### config.mk
export PLATFORM = sky130hd
export DESIGN_NAME = oneshot_modifier_fsm
export DESIGN_NICKNAME = d
export VERILOG_FILES = /design/src/rtl/osm_pkg.sv /design/src/rtl/oneshot_modifier_fsm.sv
export SDC_FILE = /design/constraint.sdc
export NUM_CORES = 1
export LEC_CHECK = 0
export BUFFER_PORTS_ARGS = -buffer_cell sky130_fd_sc_hd__buf_4
export CORE_UTILIZATION = 51
export CTS_CLUSTER_SIZE = 28
export DETAILED_ROUTE_END_ITERATION = 8
export PLACE_DENSITY = 0.73
export SLEW_MARGIN = 30
export SYNTH_ARGS = -nofsm -noshare
export SYNTH_HDL_FRONTEND = slang
export SYNTH_SLANG_ARGS = --single-unit
### constraint.sdc
create_clock -name clk -period 8 [get_ports clk]
set_input_delay 0.8 -clock clk [delete_from_list [all_inputs] [get_ports clk]]
set_output_delay 0.8 -clock clk [all_outputs]
set_load 0.01 [all_outputs]
### src/rtl/osm_pkg.sv
// shared types, codes and constants for the one-shot modifier state machine
package osm_pkg;

    localparam int KeyW  = 16;
    localparam int TimeW = 16;
    localparam int CfgW  = 16;
    localparam int CfgIdxW = 2;

    // configuration register indexes
    localparam logic [CfgIdxW-1:0] CFG_TRIGGER_KEYCODE = 2'd0;
    localparam logic [CfgIdxW-1:0] CFG_ACTIVE_TIMEOUT  = 2'd1;
    localparam logic [CfgIdxW-1:0] CFG_UNUSED_TIMEOUT  = 2'd2;

    localparam logic [KeyW-1:0]  TRIGGER_KEYCODE_RST = 16'd0;
    localparam logic [TimeW-1:0] ACTIVE_TIMEOUT_RST  = 16'd500;
    localparam logic [TimeW-1:0] UNUSED_TIMEOUT_RST  = 16'd300;

    // request kinds
    localparam logic [1:0] REQ_KEY_EVENT    = 2'd0;
    localparam logic [1:0] REQ_SCAN_TICK    = 2'd1;
    localparam logic [1:0] REQ_FORCE_CANCEL = 2'd2;

    // actions
    localparam logic [1:0] ACT_NONE    = 2'd0;
    localparam logic [1:0] ACT_ENGAGE  = 2'd1;
    localparam logic [1:0] ACT_RELEASE = 2'd2;

    // externally visible mode codes
    localparam logic [2:0] MODE_CODE_UP_UNQUEUED    = 3'd0;
    localparam logic [2:0] MODE_CODE_DOWN_UNUSED    = 3'd1;
    localparam logic [2:0] MODE_CODE_DOWN_USED      = 3'd2;
    localparam logic [2:0] MODE_CODE_UP_QUEUED      = 3'd3;
    localparam logic [2:0] MODE_CODE_UP_QUEUED_USED = 3'd4;

    typedef enum logic [4:0] {
        MODE_UP_UNQUEUED    = 5'b00001,
        MODE_DOWN_UNUSED    = 5'b00010,
        MODE_DOWN_USED      = 5'b00100,
        MODE_UP_QUEUED      = 5'b01000,
        MODE_UP_QUEUED_USED = 5'b10000
    } mode_t;

    typedef struct packed {
        logic [1:0]       req_type;
        logic [KeyW-1:0]  keycode;
        logic             is_press;
        logic             is_cancel_key;
        logic             is_ignored_key;
        logic [TimeW-1:0] now_ms;
    } in_t;

    typedef struct packed {
        logic [1:0] action;
        logic [2:0] mode_now;
    } out_t;

    function automatic logic [2:0] mode_code(input mode_t m);
        logic [2:0] c;
        c = MODE_CODE_UP_UNQUEUED;
        unique case (m)
            MODE_UP_UNQUEUED:    c = MODE_CODE_UP_UNQUEUED;
            MODE_DOWN_UNUSED:    c = MODE_CODE_DOWN_UNUSED;
            MODE_DOWN_USED:      c = MODE_CODE_DOWN_USED;
            MODE_UP_QUEUED:      c = MODE_CODE_UP_QUEUED;
            MODE_UP_QUEUED_USED: c = MODE_CODE_UP_QUEUED_USED;
            default:             c = MODE_CODE_UP_UNQUEUED;
        endcase
        return c;
    endfunction

endpackage

### src/rtl/oneshot_modifier_fsm.sv
// one-shot modifier key state machine with registered result and skid stage
//
// channels: input items arrive on in_valid/in_data and are taken when in_stall
// is low; each item gives exactly one result on out_valid/out_data, taken when
// out_stall is low. configuration is a plain write port (cfg_we, cfg_index,
// cfg_data): index 0 trigger keycode, 1 active timeout, 2 unused timeout.
// the mode and stamps update at the accepting edge, where the result is
// written to the result register, or to the skid entry if a result still waits.
// items are taken at one item per cycle while in_stall is low.
// a result register plus one skid entry part the two sides: while the result
// waits, one more item is still taken; in_stall rises only when the skid
// entry is occupied, and drops in the cycle after the receiver takes a result.
// reset puts the key up and unqueued, clears both stamps, loads the default
// timeouts (500 and 300 ms) and a trigger keycode of 0, and empties the
// output stages.
module oneshot_modifier_fsm (
    input  logic                         clk,
    input  logic                         rst_n,
    input  logic                         in_valid,
    output logic                         in_stall,
    input  osm_pkg::in_t                 in_data,
    output logic                         out_valid,
    input  logic                         out_stall,
    output osm_pkg::out_t                out_data,
    input  logic                         cfg_we,
    input  logic [osm_pkg::CfgIdxW-1:0]  cfg_index,
    input  logic [osm_pkg::CfgW-1:0]     cfg_data
);

    logic [osm_pkg::KeyW-1:0]  trigger_keycode_reg;
    logic [osm_pkg::TimeW-1:0] active_timeout_reg;
    logic [osm_pkg::TimeW-1:0] unused_timeout_reg;

    osm_pkg::mode_t            mode_reg, mode_next;
    logic [osm_pkg::TimeW-1:0] press_stamp_reg, press_stamp_next;
    logic [osm_pkg::TimeW-1:0] queue_stamp_reg, queue_stamp_next;
    logic [1:0]                act;
    logic [osm_pkg::TimeW-1:0] press_elapsed;
    logic [osm_pkg::TimeW-1:0] queue_elapsed;

    osm_pkg::out_t out_data_reg, skid_data_reg, result;
    logic          out_valid_reg, skid_valid_reg;
    logic          in_accept, out_take;

    assign in_stall  = skid_valid_reg;
    assign in_accept = in_valid && !skid_valid_reg;
    assign out_valid = out_valid_reg;
    assign out_data  = out_data_reg;
    assign out_take  = out_valid_reg && !out_stall;

    // wrapped elapsed times
    assign press_elapsed = in_data.now_ms - press_stamp_reg;
    assign queue_elapsed = in_data.now_ms - queue_stamp_reg;

    always_ff @(posedge clk or negedge rst_n)
    begin
        if (!rst_n)
        begin
            trigger_keycode_reg <= osm_pkg::TRIGGER_KEYCODE_RST;
            active_timeout_reg  <= osm_pkg::ACTIVE_TIMEOUT_RST;
            unused_timeout_reg  <= osm_pkg::UNUSED_TIMEOUT_RST;
        end
        else if (cfg_we)
        begin
            unique case (cfg_index)
                osm_pkg::CFG_TRIGGER_KEYCODE: trigger_keycode_reg <= cfg_data;
                osm_pkg::CFG_ACTIVE_TIMEOUT:  active_timeout_reg  <= cfg_data;
                osm_pkg::CFG_UNUSED_TIMEOUT:  unused_timeout_reg  <= cfg_data;
                default:                      ;
            endcase
        end
    end

    always_comb
    begin
        mode_next        = mode_reg;
        press_stamp_next = press_stamp_reg;
        queue_stamp_next = queue_stamp_reg;
        act              = osm_pkg::ACT_NONE;
        unique case (in_data.req_type)
            osm_pkg::REQ_KEY_EVENT:
            begin
                if (in_data.keycode == trigger_keycode_reg)
                begin
                    if (in_data.is_press)
                    begin
                        if (mode_reg == osm_pkg::MODE_UP_UNQUEUED)
                            act = osm_pkg::ACT_ENGAGE;
                        mode_next        = osm_pkg::MODE_DOWN_UNUSED;
                        press_stamp_next = in_data.now_ms;
                    end
                    else if (mode_reg == osm_pkg::MODE_DOWN_UNUSED)
                    begin
                        mode_next        = osm_pkg::MODE_UP_QUEUED;
                        queue_stamp_next = in_data.now_ms;
                    end
                    else if (mode_reg == osm_pkg::MODE_DOWN_USED)
                    begin
                        mode_next = osm_pkg::MODE_UP_UNQUEUED;
                        act       = osm_pkg::ACT_RELEASE;
                    end
                end
                else if (in_data.is_press)
                begin
                    // cancel first, then the use step sees the cancelled mode
                    if (in_data.is_cancel_key && (mode_reg == osm_pkg::MODE_UP_QUEUED ||
                                                  mode_reg == osm_pkg::MODE_UP_QUEUED_USED))
                    begin
                        mode_next = osm_pkg::MODE_UP_UNQUEUED;
                        act       = osm_pkg::ACT_RELEASE;
                    end
                    if (!in_data.is_ignored_key)
                    begin
                        if (mode_next == osm_pkg::MODE_DOWN_UNUSED)
                            mode_next = osm_pkg::MODE_DOWN_USED;
                        else if (mode_next == osm_pkg::MODE_UP_QUEUED)
                            mode_next = osm_pkg::MODE_UP_QUEUED_USED;
                        else if (mode_next == osm_pkg::MODE_UP_QUEUED_USED)
                        begin
                            mode_next = osm_pkg::MODE_UP_UNQUEUED;
                            act       = osm_pkg::ACT_RELEASE;
                        end
                    end
                end
                else if (!in_data.is_ignored_key && mode_reg == osm_pkg::MODE_UP_QUEUED_USED)
                begin
                    mode_next = osm_pkg::MODE_UP_UNQUEUED;
                    act       = osm_pkg::ACT_RELEASE;
                end
            end
            osm_pkg::REQ_SCAN_TICK:
            begin
                if (mode_reg == osm_pkg::MODE_UP_QUEUED)
                begin
                    if (queue_elapsed >= active_timeout_reg)
                    begin
                        mode_next        = osm_pkg::MODE_UP_UNQUEUED;
                        queue_stamp_next = '0;
                        act              = osm_pkg::ACT_RELEASE;
                    end
                end
                else if (mode_reg == osm_pkg::MODE_DOWN_UNUSED)
                begin
                    if (press_elapsed >= unused_timeout_reg)
                    begin
                        mode_next        = osm_pkg::MODE_DOWN_USED;
                        press_stamp_next = '0;
                    end
                end
            end
            osm_pkg::REQ_FORCE_CANCEL:
            begin
                if (mode_reg != osm_pkg::MODE_UP_UNQUEUED)
                begin
                    mode_next = osm_pkg::MODE_UP_UNQUEUED;
                    act       = osm_pkg::ACT_RELEASE;
                end
            end
            default: ;
        endcase
        result.action   = act;
        result.mode_now = osm_pkg::mode_code(mode_next);
    end

    always_ff @(posedge clk or negedge rst_n)
    begin
        if (!rst_n)
        begin
            mode_reg        <= osm_pkg::MODE_UP_UNQUEUED;
            press_stamp_reg <= '0;
            queue_stamp_reg <= '0;
        end
        else if (in_accept)
        begin
            mode_reg        <= mode_next;
            press_stamp_reg <= press_stamp_next;
            queue_stamp_reg <= queue_stamp_next;
        end
    end

    // result register with one skid entry behind it
    always_ff @(posedge clk or negedge rst_n)
    begin
        if (!rst_n)
        begin
            out_valid_reg  <= 1'b0;
            skid_valid_reg <= 1'b0;
        end
        else if (skid_valid_reg)
        begin
            if (out_take)
                skid_valid_reg <= 1'b0;
        end
        else if (in_accept)
        begin
            if (out_valid_reg && !out_take)
                skid_valid_reg <= 1'b1;
            else
                out_valid_reg <= 1'b1;
        end
        else if (out_take)
        begin
            out_valid_reg <= 1'b0;
        end
    end

    always_ff @(posedge clk)
    begin
        if (skid_valid_reg)
        begin
            if (out_take)
                out_data_reg <= skid_data_reg;
        end
        else if (in_accept)
        begin
            if (out_valid_reg && !out_take)
                skid_data_reg <= result;
            else
                out_data_reg <= result;
        end
    end

    // skid entry is only ever filled behind a waiting result
    assert property (@(posedge clk) disable iff (!rst_n)
        skid_valid_reg |-> out_valid_reg)
        else $error("skid entry held without a result in front");

    // an accepted transaction always leaves a result behind
    assert property (@(posedge clk) disable iff (!rst_n)
        in_accept |=> out_valid_reg)
        else $error("accepted transaction left no result");

    // engage only comes with the key going down unused
    assert property (@(posedge clk) disable iff (!rst_n)
        (out_valid_reg && out_data_reg.action == osm_pkg::ACT_ENGAGE) |->
        (out_data_reg.mode_now == osm_pkg::MODE_CODE_DOWN_UNUSED))
        else $error("engage with wrong mode");

    // release always ends up and unqueued
    assert property (@(posedge clk) disable iff (!rst_n)
        (out_valid_reg && out_data_reg.action == osm_pkg::ACT_RELEASE) |->
        (out_data_reg.mode_now == osm_pkg::MODE_CODE_UP_UNQUEUED))
        else $error("release with wrong mode");

    // a stamp changes only on an accepted transaction
    assert property (@(posedge clk) disable iff (!rst_n)
        !in_accept |=> ($stable(press_stamp_reg) && $stable(queue_stamp_reg)))
        else $error("stamp moved without a transaction");

endmodule

Word-level counts from Yosys, hierarchy flattened --
Cells that the tools add are included.
Word-level totals: register bits after elaboration 97, word-level logic and storage cells 130, output and inout port bits 7
Operators by class: equality and inequality tests 30, bitwise operators 1, $lt $le $gt $ge 2, reductions and logical operators 23, multiplexer cells 60, add/sub/neg operators 2
Operators with widths (number):
- 2-to-1 mux 16 bit | 10
- 2-to-1 mux 5 bit | 23
- one-hot mux 16 bit (2 select lines) | 2
- greater-or-equal comparator 16 bit | 2
- subtractor 16 bit | 2
- 2-to-1 mux 2 bit | 14
- inequality test 2 bit (second input constant) | 11
- == test 16 bit | 1
- == test 5 x 2 -> 1 bit (second input constant) | 3
- == test 5 x 4 -> 1 bit (second input constant) | 3
- == test 5 bit (second input constant) | 3
- one-hot mux 5 bit (3 select lines) | 1
- AND reduction 7 bit | 2
- one-hot mux 3 bit (4 select lines) | 1
- == test 5 x 3 -> 1 bit (second input constant) | 2
- AND reduction 3 bit | 3
- 2-to-1 mux 1 bit | 8
- one-hot mux 2 bit (3 select lines) | 1
- AND reduction 2 bit | 3
- nonzero test 2 bit | 3
- == test 5 x 1 -> 1 bit (second input constant) | 1
- logical AND 1 bit | 5
- inequality test 5 x 1 -> 1 bit (second input constant) | 1
- == test 2 x 1 -> 1 bit (second input constant) | 2
- other kinds (6) | 11

Longest topological paths before layout --
Gate-level depths: netlist of the first run.
word-level depth 20, mapped depth 24

Worst setup path before layout of the first run --
OpenSTA, ideal clock, no wires.
path kind in2reg, start point in in_data[0] (netlist bit), end point reg out_data_reg (netlist bit out_data[0]) (data pin), arrival 4.623 ns, setup slack 3.122 ns, stages 21, setup time 0.256 ns, buffers on the path 0, cells stage by stage inv_1 -> ha_1 -> fa_1 -> nor2b_1 -> o21ai_1 -> a21oi_1 -> o21ai_1 -> a211oi_1 -> nor3_1 -> o41ai_1 -> a21oi_1 -> xnor2_1 -> ha_1 -> a21o_1 -> a221o_1 -> a31oi_1 -> o31a_1 -> o21a_1 -> o22ai_1 -> xor2_1 -> a41o_1
On the way: longest elaborated chain between the ends 11, elaborated cells between the ends (all ways) 17, those cells by class 2 x add/sub; 2 x order compare; 4 x eq/ne; 9 x mux
Ends and longest elaborated chain:
- start, declared | RTL line oneshot_modifier_fsm.sv:21 | input osm_pkg::in_t in_data,
- subtractor 16 bit | RTL line oneshot_modifier_fsm.sv:52 | assign press_elapsed = in_data.now_ms - press_stamp_reg;
- greater-or-equal comparator 16 bit | RTL line oneshot_modifier_fsm.sv:144 | if (press_elapsed >= unused_timeout_reg)
- 2-to-1 mux 5 bit | RTL line oneshot_modifier_fsm.sv:144
- 2-to-1 mux 5 bit | RTL line oneshot_modifier_fsm.sv:142 | else if (mode_reg == osm_pkg::MODE_DOWN_UNUSED)
- 2-to-1 mux 5 bit * | RTL line oneshot_modifier_fsm.sv:133 | if (mode_reg == osm_pkg::MODE_UP_QUEUED)
- one-hot mux 5 bit (3 select lines) * | RTL line oneshot_modifier_fsm.sv:80 | unique case (in_data.req_type)
- == test 5 bit, or another cell as far along | RTL line osm_pkg.sv:60 | unique case (m)
- one-hot mux 3 bit (4 select lines) * | RTL line osm_pkg.sv:60
- 2-to-1 mux 5 bit * | RTL line oneshot_modifier_fsm.sv:216 | if (out_valid_reg && !out_take)
- 2-to-1 mux 5 bit * | RTL line oneshot_modifier_fsm.sv:214 | else if (in_accept)
- 2-to-1 mux 5 bit * | RTL line oneshot_modifier_fsm.sv:209 | if (skid_valid_reg)
- end signal, assigned | RTL line oneshot_modifier_fsm.sv:212 | out_data_reg <= skid_data_reg;
- end signal, assigned | RTL line oneshot_modifier_fsm.sv:219 | out_data_reg <= result;
- end, declared | RTL line oneshot_modifier_fsm.sv:41 | osm_pkg::out_t out_data_reg, skid_data_reg, result;
Mark *: on every way between the ends. The rest lies on a longest branch, timed or not. The select of a mux whose other input is x is not followed. A chain may end at the register's enable or synchronous reset.

Final worst setup path of the first run --
start point in in_data[0] (netlist bit), end point reg out_data_reg (netlist bit out_data[2]) (data pin)
The elaborated chain is that of the path after synthesis.

==> key figures, run 1 <==
Critical path
  • Worst Path Max Fanout: 5
  • R2R cell count: 21
  • Req. time, crit path: 8.12 ns
  • Startpoint Class: input pin
  • Critical path type: in -> reg
  • Crit path arrival time: 5.38 ns
  • Critical Path Sink Type: register

Timing
  • Max-slew headroom: 45.5%
  • Final period utilization: 65.8%
  • Setup Viol. Count Final: 0
  • Final Hold Fails: 0
  • Final slew viol count: 0
  • Fin crit period: between 5 and 6 ns
  • Fmax: 190 MHz
  • Setup Skew: roughly 0.0070 ns
  • Hold_ws: 0.363 ns
  • Setup TNS: 0 ns
  • RSZ-0062 raised after global routing: no
  • Slew @ Worst Pin: 0.816 ns
  • Worst setup margin: 2.74 ns

Die
  • Die Ht: 115 um
  • Starting density of the core: 53.0%
  • Die Area: 13200 um2
  • Die X: 115 um
  • I/O pin count: 67
  • Core area: ~12000 um2
  • Core Rows: 40

Yosys
  • Mean post-synth cell area: approximately 9.4 um2
  • Mapped cell area: between 6000 and 7000 um2
  • Syn_nets: 816
  • Sequential share of the synthesized area: 38.5%
  • Warnings, synthesis: 0
  • Yosys reg bits: 97
  • Synth Flop Type: dfrtp_1
  • Count of cell types in the netlist: 60
  • Post-synth EDFFs: 10
  • Async set-reset flop share out of synthesis: 89.7%
  • Synthesized instance count: 692

Placement
  • Worst slack, placed: 2.34 ns
  • Placed cells: 909
  • IO Port Bufs: 66
  • Gpl congestion: about 0.88
  • Post-detail-place hpwl: roughly 11000 um

Clock tree
  • Clock-pin slew on the worst setup and hold paths: 0.07 ns
  • H-tree levels: 3
  • Hold-fix buffers, CTS: 0
  • Root Driver: clkbuf_16
  • Max clock buf depth: 2
  • Post-CTS setup buffer count: 0
  • Clk Latency, worst-skew pair: ~0.35 ns
  • Post-cts resize count: 0
  • CTS Buf Count: 9
  • CTS tree: done
  • TritonCTS Sinks: 97

GRT
  • Initial antenna violation count: 0
  • Largest net degree at the start of global routing: between 50 and 60
  • First-pass GRT wire length: 24300 um
  • Overflow after GRT: 0
  • Number of global-route vias before repair: between 5000 and 6000
  • Gr usage total: 23.5%

Cells and area
  • Final nets: 876
  • Most frequent cells in the layout: nand2_1 (81), dfrtp_1 (76), inv_1 (74), buf_4 (68), ha_1 (62)
  • Commonest non-fill, non-tap cell in the layout: nand2_1
  • Share of layout cells above drive strength 1: 20.7%
  • Non-Filler Instances: 925
  • ANT cells: 0
  • Fin util: between 60% and 70%
  • Area delta synth->final: 14.6%

Drt
  • Via count: 5081
  • DRT iter0 DRCs: 270
  • Per-cell routed wire length: 15.4 um
  • First drt pass iteration count: 4
  • Total wire length: 14200 um
  • DRC viols: 0
  • Vias/cell: roughly 5.5
  • Antenna Nets Post-Route: 0

Power and ir drop
  • Peak VDD IR: 105 uV
  • Clock share of power: 28.9%
  • Reg power frac: 43.7%
  • Combinational power share: 27.3%
  • NetSw: 444 uW
  • Switching share of power: between 30% and 40%
  • Cell-internal power: a little under 1000 uW
  • Leakage: ~0.0033 uW
  • P per Cell Area: just under 200 nW/um2

Outcome
  • Status: complete, no violations

Run
  • Max_cap viols: 0

Hold path
  • Hold WC Path Type: in -> async
## synth_stat cells (3+ instances only)
cell | count | area, um2
nor2b_1 | 9 | 56.3
and2_1 | 4 | 25.0
dfstp_2 | 11 | 289
nand3_1 | 9 | 45.0
nand4_1 | 5 | 31.3
nor3_1 | 23 | 115
a21oi_1 | 31 | 155
o21ai_1 | 38 | 190
a31oi_1 | 3 | 18.8
a41o_1 | 3 | 30.0
nand2_1 | 81 | 304
xor2_1 | 5 | 43.8
dfrtp_1 | 76 | 1900
a211oi_1 | 5 | 37.5
nand2b_1 | 7 | 43.8
or3_1 | 5 | 31.3
nor2_1 | 41 | 154
inv_1 | 74 | 278
xnor2_1 | 36 | 315
clkbuf_1 | 12 | 45.0
and3_1 | 6 | 37.5
ha_1 | 62 | 776
buf_2 | 7 | 35.0
edfxtp_1 | 10 | 300
o21a_1 | 9 | 67.6
a21o_1 | 4 | 30.0
nand3b_1 | 4 | 30.0
mux2_2 | 52 | 586
o21ai_0 | 18 | 90.1
## through the flow
step	power [uW]	instance area, um2
after floorplan	881	6480
after global placement	999	7130
after detailed placement	1020	7140
after CTS	1440	7420
after global routing	1520	7430
final	1430	7430
## path summary, 6_finish.rpt
path	from	to	slack [ns]
max	in_data[0]	out_data[2]$_DFFE_PP_	2.74
min	rst_n	queue_stamp_reg[3]$_DFFE_PN0P_	0.36
max reg2reg	press_stamp_reg[1]$_DFFE_PN0P_	out_data[2]$_DFFE_PP_	2.88
min reg2reg	queue_stamp_reg[6]$_DFFE_PN0P_	queue_stamp_reg[6]$_DFFE_PN0P_	0.49
max in group asynchronous	rst_n	active_timeout_reg[11]$_DFFE_PN0P_	6.57
min in group clk	queue_stamp_reg[6]$_DFFE_PN0P_	queue_stamp_reg[6]$_DFFE_PN0P_	0.49
## cell type report
cell class / count / area (um2)
clock buffers: 10 / 229
well taps: 168 / 210
multi-input cells: 502 / 3660
clock inverters: 6 / 51.3
inverters: 74 / 278
fillers: 1073 / 4790
flip-flops and latches: 97 / 2490
repair buffers: 68 / 510
## power by group through the flow
stage                     registers [uW]  clock network [uW]  logic [uW]
final                                624                 413         390
after CTS                            624                 425         391
after global placement               630                   0         370
after detailed placement             634                   0         388
after global routing                 634                 447         439
after floorplan                      625                   0         257
## logic make-up after synthesis
logic type / synth area share [%]
and+or+nand+nor: 14.5
adders and majority gates: 12.6
DFF: 38.5
xor gates and xnor gates: 5.54
AOI/OAI and AO/OA: 14.3
buffers and inverters: 5.52
muxes: 9.04
## worst max-delay path, cell delays in order
cell	delay (ns)
buf_4	0.08
inv_1	0.05
ha_1	0.26
fa_1	0.43
nor2b_1	0.15
o21ai_1	0.08
a21oi_1	0.19
o21ai_1	0.12
a211oi_1	0.31
nor3_1	0.13
or3_1	0.40
xnor2_1	0.15
ha_1	0.20
a221oi_1	0.27
o21ai_1	0.10
a221o_1	0.30
a31oi_1	0.27
nor3_1	0.09
nor3_1	0.19
o21a_1	0.26
nand2_1	0.11
o41ai_1	0.43
## routing by layer
layer  global-route usage (%)  wire length (um)
met2                     35.5              6250
met3                     4.02               661
met1                     34.2              7050
met5                        0                 0
met4                     7.71               286
Power figures use the tool's default switching activity.
==> run 2, diff against run 1 <==
==> constraint.sdc (replaced) <==
create_clock -name clk -period 4.92 [get_ports clk]
set_input_delay 0.492 -clock clk [delete_from_list [all_inputs] [get_ports clk]]
set_output_delay 0.492 -clock clk [all_outputs]
set_load 0.01 [all_outputs]
==> run 2 against run 1 <==
Effect of this change:
- combinational power increased by 70%
- global-route usage increased by 0.66 points
- register-to-register slack got worse by 2.7 ns
- die area unchanged
- sequential share of layout area decreased by 0.85 points
- non-clock buffer count increased by 10
- sequential cell count unchanged
- design area increased by 2.6%
==> key figures, run 2 (synthesis results as in run 1) <==
Die
  • Die Area: roughly 13000 um2
  • Core Rows: 40
  • Die Ht: 115 um
  • I/O pin count: 67
  • Core area: 12200 um2
  • Starting density of the core: between 50% and 60%
  • Die X: 115 um

Cells and area
  • Final nets: around 890
  • Register area: 2490 um2
  • Share of layout cells above drive strength 1: 23.6%
  • ANT cells: 0
  • Fin util: 62.4%
  • Final Cell Area: 7620 um2
  • Commonest non-fill, non-tap cell in the layout: nand2_1
  • Area delta synth->final: 17.6%
  • Filler instances: 1050
  • Area occupied by multi-input gates: around 3700 um2
  • Most frequent cells in the layout: nand2_1 (81), dfrtp_1 (76), buf_4 (76), inv_1 (74), ha_1 (61)

Critical path
  • Crit-path cells: ha_2 > fa_1 > nor2b_1 > o21ai_1 > a21oi_2 > o21ai_1 > a211oi_2 > nor3_1 > or3_1 > xnor2_1 > ha_1 > a221oi_2 > o21ai_1 > a221o_1 > a31oi_4 > o31a_1 > o21a_1 > o22ai_2 > xor2_1 > a41o_1
  • Most frequent CP cell: o21ai_1
  • Critical Path Sink Type: register
  • Worst Path Max Fanout: 4
  • Critical path type: reg -> reg
  • Slowest stage cell, crit path: or3_1
  • Crit path arrival time: 4.86 ns
  • Startpoint Class: register
  • Req. time, crit path: around 5 ns
  • Largest stage delay, worst path: 0.40 ns

GRT
  • Largest net degree at the start of global routing: 61
  • Overflow after GRT: 0
  • First-pass GRT wire length: 24800 um
  • Number of global-route vias before repair: just over 5000
  • Gr usage total: 24.1%
  • Initial antenna violation count: 0

Drt
  • Vias/cell: 5.59
  • Antenna Nets Post-Route: 0
  • Per-cell routed wire length: 15.8 um
  • First drt pass iteration count: 5
  • DRT iter0 DRCs: 337
  • DRC viols: 0
  • Via count: 5217
  • Total wire length: about 15000 um

Timing
  • Final slew viol count: 0
  • Final period utilization: between 90 and 100%
  • Max-slew headroom: 44.7%
  • Setup Skew: 0.00982 ns
  • Hold_ws: 0.0372 ns
  • Final Hold Fails: 0
  • Fin crit period: 4.74 ns
  • Fmax: 211 MHz
  • Slew @ Worst Pin: 0.821 ns
  • Setup Viol. Count Final: 0

Clock tree
  • Clk Latency, worst-skew pair: 0.36 ns
  • Clock-pin slew on the worst setup and hold paths: about 0.07 ns
  • CTS Buf Count: 9
  • H-tree levels: 3
  • Root Driver: clkbuf_16
  • Max clock buf depth: 2
  • CTS tree: done
  • TritonCTS Sinks: 97

Run
  • Max_cap viols: 0

Placement
  • IO Port Bufs: 66
  • Gpl congestion: 0.899
  • Post-detail-place hpwl: 11300 um
  • Area after DPL: 7230 um2

Power and ir drop
  • Leakage: 0.00343 uW
  • P per Cell Area: approximately 310 nW/um2
  • Peak VDD IR: about 230 uV

Outcome
  • Status: complete, no violations

Hold path
  • Hold WC Path Type: in -> async
## run 2: changes by cell type in the layout (fill, tap and decap cells not counted), sizes merged
cell      previous run  this run
buf                 68        78
clkinvlp             1         2
bufinv               0         1
clkbuf              10         9
inv                 77        75
## run 2: where the power goes
| group | internal [uW] | switching (uW) | leakage, uW |
|---|---|---|---|
| Combinational | 318 | 344 | 0.00211 |
| Sequential | 942 | 76.1 | 0.00119 |
| Clock | 393 | 316 | 0.000138 |
## run 2: worst paths after layout
check | start | endpoint | slack [ns] | cells past startpoint
min in group clk | cfg_data[6] | trigger_keycode_reg[6]$_DFFE_PN0P_ | 0.38 | 2
min | rst_n | queue_stamp_reg[3]$_DFFE_PN0P_ | 0.04 | 1
min reg2reg | queue_stamp_reg[14]$_DFFE_PN0P_ | queue_stamp_reg[14]$_DFFE_PN0P_ | 0.49 | 2
max | press_stamp_reg[0]$_DFFE_PN0P_ | out_data[0]$_DFFE_PP_ | 0.18 | 20
max in group asynchronous | rst_n | mode_reg[1]$_DFFE_PN0P_ | 3.80 | 2
max reg2reg | press_stamp_reg[0]$_DFFE_PN0P_ | out_data[0]$_DFFE_PP_ | 0.18 | 20
## run 2: final cells by class
type / count / share of cell area (%)
Tap cell: 168 / 2.76
Multi-Input combinational cell: 502 / 49.0
Timing Repair Buffer: 78 / 8.01
Clock buffer: 9 / 2.96
Sequential cell: 97 / 32.7
Clock inverter: 6 / 0.887
Inverter: 74 / 3.65
## run 2: through the flow
stage / instances / setup WS [ns] / power (uW) / TNS (ns)
2_1_floorplan: 692 / 0.350 / 1430 / 0
3_3_place_gp: 917 / -0.0123 / 1630 / -0.0212
3_5_place_dp: 917 / -0.214 / 1670 / -0.979
4_1_cts: 932 / 0.0278 / 2380 / 0
5_1_grt: 934 / -0.0514 / 2530 / -0.0908
6_report: 934 / 0.178 / 2390 / 0
## run 2: routing by layer
metal  track usage, %  vias up  wire (um)
met4             7.53        0        258
li1                 -     2547          -
met5                0        -          0
met2             38.0      153       6750
met1             34.1     2500       7020
met3             4.08       17        735
## run 2: worst max-delay path: cells and delay by family, from the launching register on
family	cells	cell delay (ns)
AND/OR/NAND/NOR	3	0.63
adder cells (fa/ha/maj)	3	0.81
flip-flops	1	0.39
AO/OA/AOI/OAI	12	2.33
XOR/XNOR	2	0.32
## run 2: repair_timing
action                                 4_1_cts  5_1_grt
endpoints found under the hold margin        0        0
gates resized for setup                      0       16
setup endpoints to repair                    0       24
hold buffers                                 0        0
setup buffers                                0        2
==> run 3, diff against run 2 <==
==> constraint.sdc (replaced) <==
create_clock -name clk -period 4.92 [get_ports clk]
set_input_delay 0.738 -clock clk [delete_from_list [all_inputs] [get_ports clk]]
set_output_delay 0.738 -clock clk [all_outputs]
set_load 0.01 [all_outputs]
==> run 3 against run 2 <==
Effect of this change:
- first-iteration DRC count decreased by 4.7%
- global-route usage decreased by 0.58 points
- routed wire length decreased by 0.84%
- sequential share of layout area decreased by 0.49 points
- design area increased by 1.5%
- cell count increased by 1.3%
- critical path depth increased by 1
- die area unchanged
- highest routed layer unchanged
==> key figures, run 3 (synthesis results as in run 1) <==
Outcome
  • Status: complete, no violations

GRT
  • Number of global-route vias before repair: 5044
  • Overflow after GRT: 0
  • Grt met2 use: 36.1%
  • Met1 usage: 34.3%
  • Initial antenna violation count: 0
  • Gr usage total: 23.6%
  • Peak-usage layer in the global routing report: met2
  • Met3 Use GR: ~3.7%
  • First-pass GRT wire length: 24200 um
  • Largest net degree at the start of global routing: between 50 and 60

Timing
  • Fin crit period: 4.89 ns
  • Slew @ Worst Pin: 0.821 ns
  • Hold_ws: 0.313 ns
  • Setup Skew: 0.00928 ns
  • Max-slew headroom: 45.1%
  • RSZ-0062 raised after global routing: yes
  • Final period utilization: about 99%
  • Worst setup margin: 0.0281 ns
  • Final slew viol count: 0
  • Fmax: 204 MHz
  • Setup Viol. Count Final: 0
  • Final Hold Fails: 0

Placement
  • Worst slack, placed: -0.467 ns
  • Gpl congestion: 0.872
  • IO Port Bufs: 66
  • Area after DPL: between 7000 and 8000 um2
  • Post-detail-place hpwl: 11200 um

Critical path
  • Critical Path Sink Type: register
  • Startpoint Class: input pin
  • Crit path arrival time: 5.00 ns
  • Worst Path Max Fanout: 4
  • Req. time, crit path: 5.03 ns
  • R2R cell count: 21
  • Critical path type: in -> reg

Drt
  • Per-cell routed wire length: 15.5 um
  • Antenna Nets Post-Route: 0
  • Total wire length: 14600 um
  • DRC viols: 0
  • Via count: 5154
  • DRT iter0 DRCs: about 320
  • Vias/cell: 5.45
  • First drt pass iteration count: 4

Die
  • Die X: 115 um
  • Core Rows: 40
  • Core area: approximately 12000 um2
  • Die Ht: 115 um
  • Starting density of the core: 53.0%
  • Die Area: 13200 um2
  • I/O pin count: 67

Clock tree
  • Clk Latency, worst-skew pair: 0.36 ns
  • Max clock buf depth: 2
  • CTS tree: done
  • CTS Buf Count: 9
  • Root Driver: clkbuf_16
  • H-tree levels: 3
  • TritonCTS Sinks: 97
  • Clock-pin slew on the worst setup and hold paths: 0.07 ns
  • Hold-fix buffers, CTS: 0

Hold path
  • Hold WC Path Type: in -> async

Cells and area
  • Most frequent cells in the layout: buf_4 (87), nand2_1 (81), dfrtp_1 (76), inv_1 (74), ha_1 (61)
  • Share of layout cells above drive strength 1: 26.1%
  • Fin util: between 60 and 70%
  • Final nets: 898
  • ANT cells: 0
  • Area delta synth->final: 19.4%
  • Final Cell Area: 7730 um2
  • Commonest non-fill, non-tap cell in the layout: buf_4

Run
  • Max_cap viols: 0

Power and ir drop
  • Peak VDD IR: around 230 uV
  • Leakage: approximately 0.0035 uW
  • P per Cell Area: 308 nW/um2
-- run 3: cell types whose count changed in the layout (fill, tap and decap cells not counted), sizes merged --
cell / change
buf: +12
inv: +3
clkinv: -2
bufinv: -1
-- run 3: power breakdown --
| group | total (uW) | switching, uW | internal [uW] | leakage [uW] |
|---|---|---|---|---|
| sequential | 1020 | 76.3 | 942 | 0.00119 |
| clock | 669 | 322 | 347 | 0.000131 |
| combinational | 693 | 357 | 336 | 0.00217 |
| total | 2380 | 755 | 1630 | 0.00349 |
-- run 3: layout make-up --
| class | count | area (um2) |
|---|---|---|
| clock buffer | 9 | 225 |
| clock inverter | 6 | 50.0 |
| fill | 1035 | 4480 |
| inverter | 74 | 278 |
| multi-input combinational | 502 | 3770 |
| sequential | 97 | 2490 |
| tap | 168 | 210 |
| timing repair buffer | 90 | 704 |
-- run 3: path summary, 6_finish.rpt --
check / slack [ns] / end / start
setup reg to reg: 0.09 / out_data[0]$_DFFE_PP_ / press_stamp_reg[1]$_DFFE_PN0P_
hold reg to reg: 0.49 / queue_stamp_reg[3]$_DFFE_PN0P_ / queue_stamp_reg[3]$_DFFE_PN0P_
min in group clk: 0.49 / queue_stamp_reg[3]$_DFFE_PN0P_ / queue_stamp_reg[3]$_DFFE_PN0P_
hold / removal: 0.31 / queue_stamp_reg[0]$_DFFE_PN0P_ / rst_n
max in group asynchronous: 3.59 / trigger_keycode_reg[1]$_DFFE_PN0P_ / rst_n
setup / recovery: 0.03 / out_data[0]$_DFFE_PP_ / in_data[1]
-- run 3: repair_timing --
action                     in CTS  in global routing
gates resized for setup         5                 22
setup endpoints to repair       6                 42
setup buffers                   0                  4
pin swaps                       0                 18
gates cloned                    0                  0
-- run 3: worst max-delay path, cell delays in order --
cell and delay (ns):
buf_4 0.12, ha_1 0.30, nor2b_4 0.13, o21a_4 0.20, o21ai_4 0.13, a211oi_1 0.09
a211o_1 0.30, o41a_1 0.34, a41o_1 0.22, nor2_2 0.10, xnor2_1 0.13, ha_1 0.28
a221oi_2 0.31, o21ai_1 0.14, a221o_1 0.39, a31oi_4 0.20, o31a_1 0.15, o21a_1 0.17
o22ai_2 0.12, xor2_1 0.17, a41o_1 0.25
-- run 3: layer usage --
metal | share of wire (%) | wire [um]
met1 | 49 | 7180
met2 | 45 | 6580
met3 | 4.5 | 665
met4 | 1.5 | 215
met5 | 0 | 0
-- run 3: stage by stage --
stage	setup TNS (ns)	cells	total power, uW
3_5_place_dp	-9.07	927	1680
2_1_floorplan	0	692	1430
3_3_place_gp	-2.69	927	1640
6_report	0	946	2380
5_1_grt	-0.542	946	2520
4_1_cts	0	942	2360
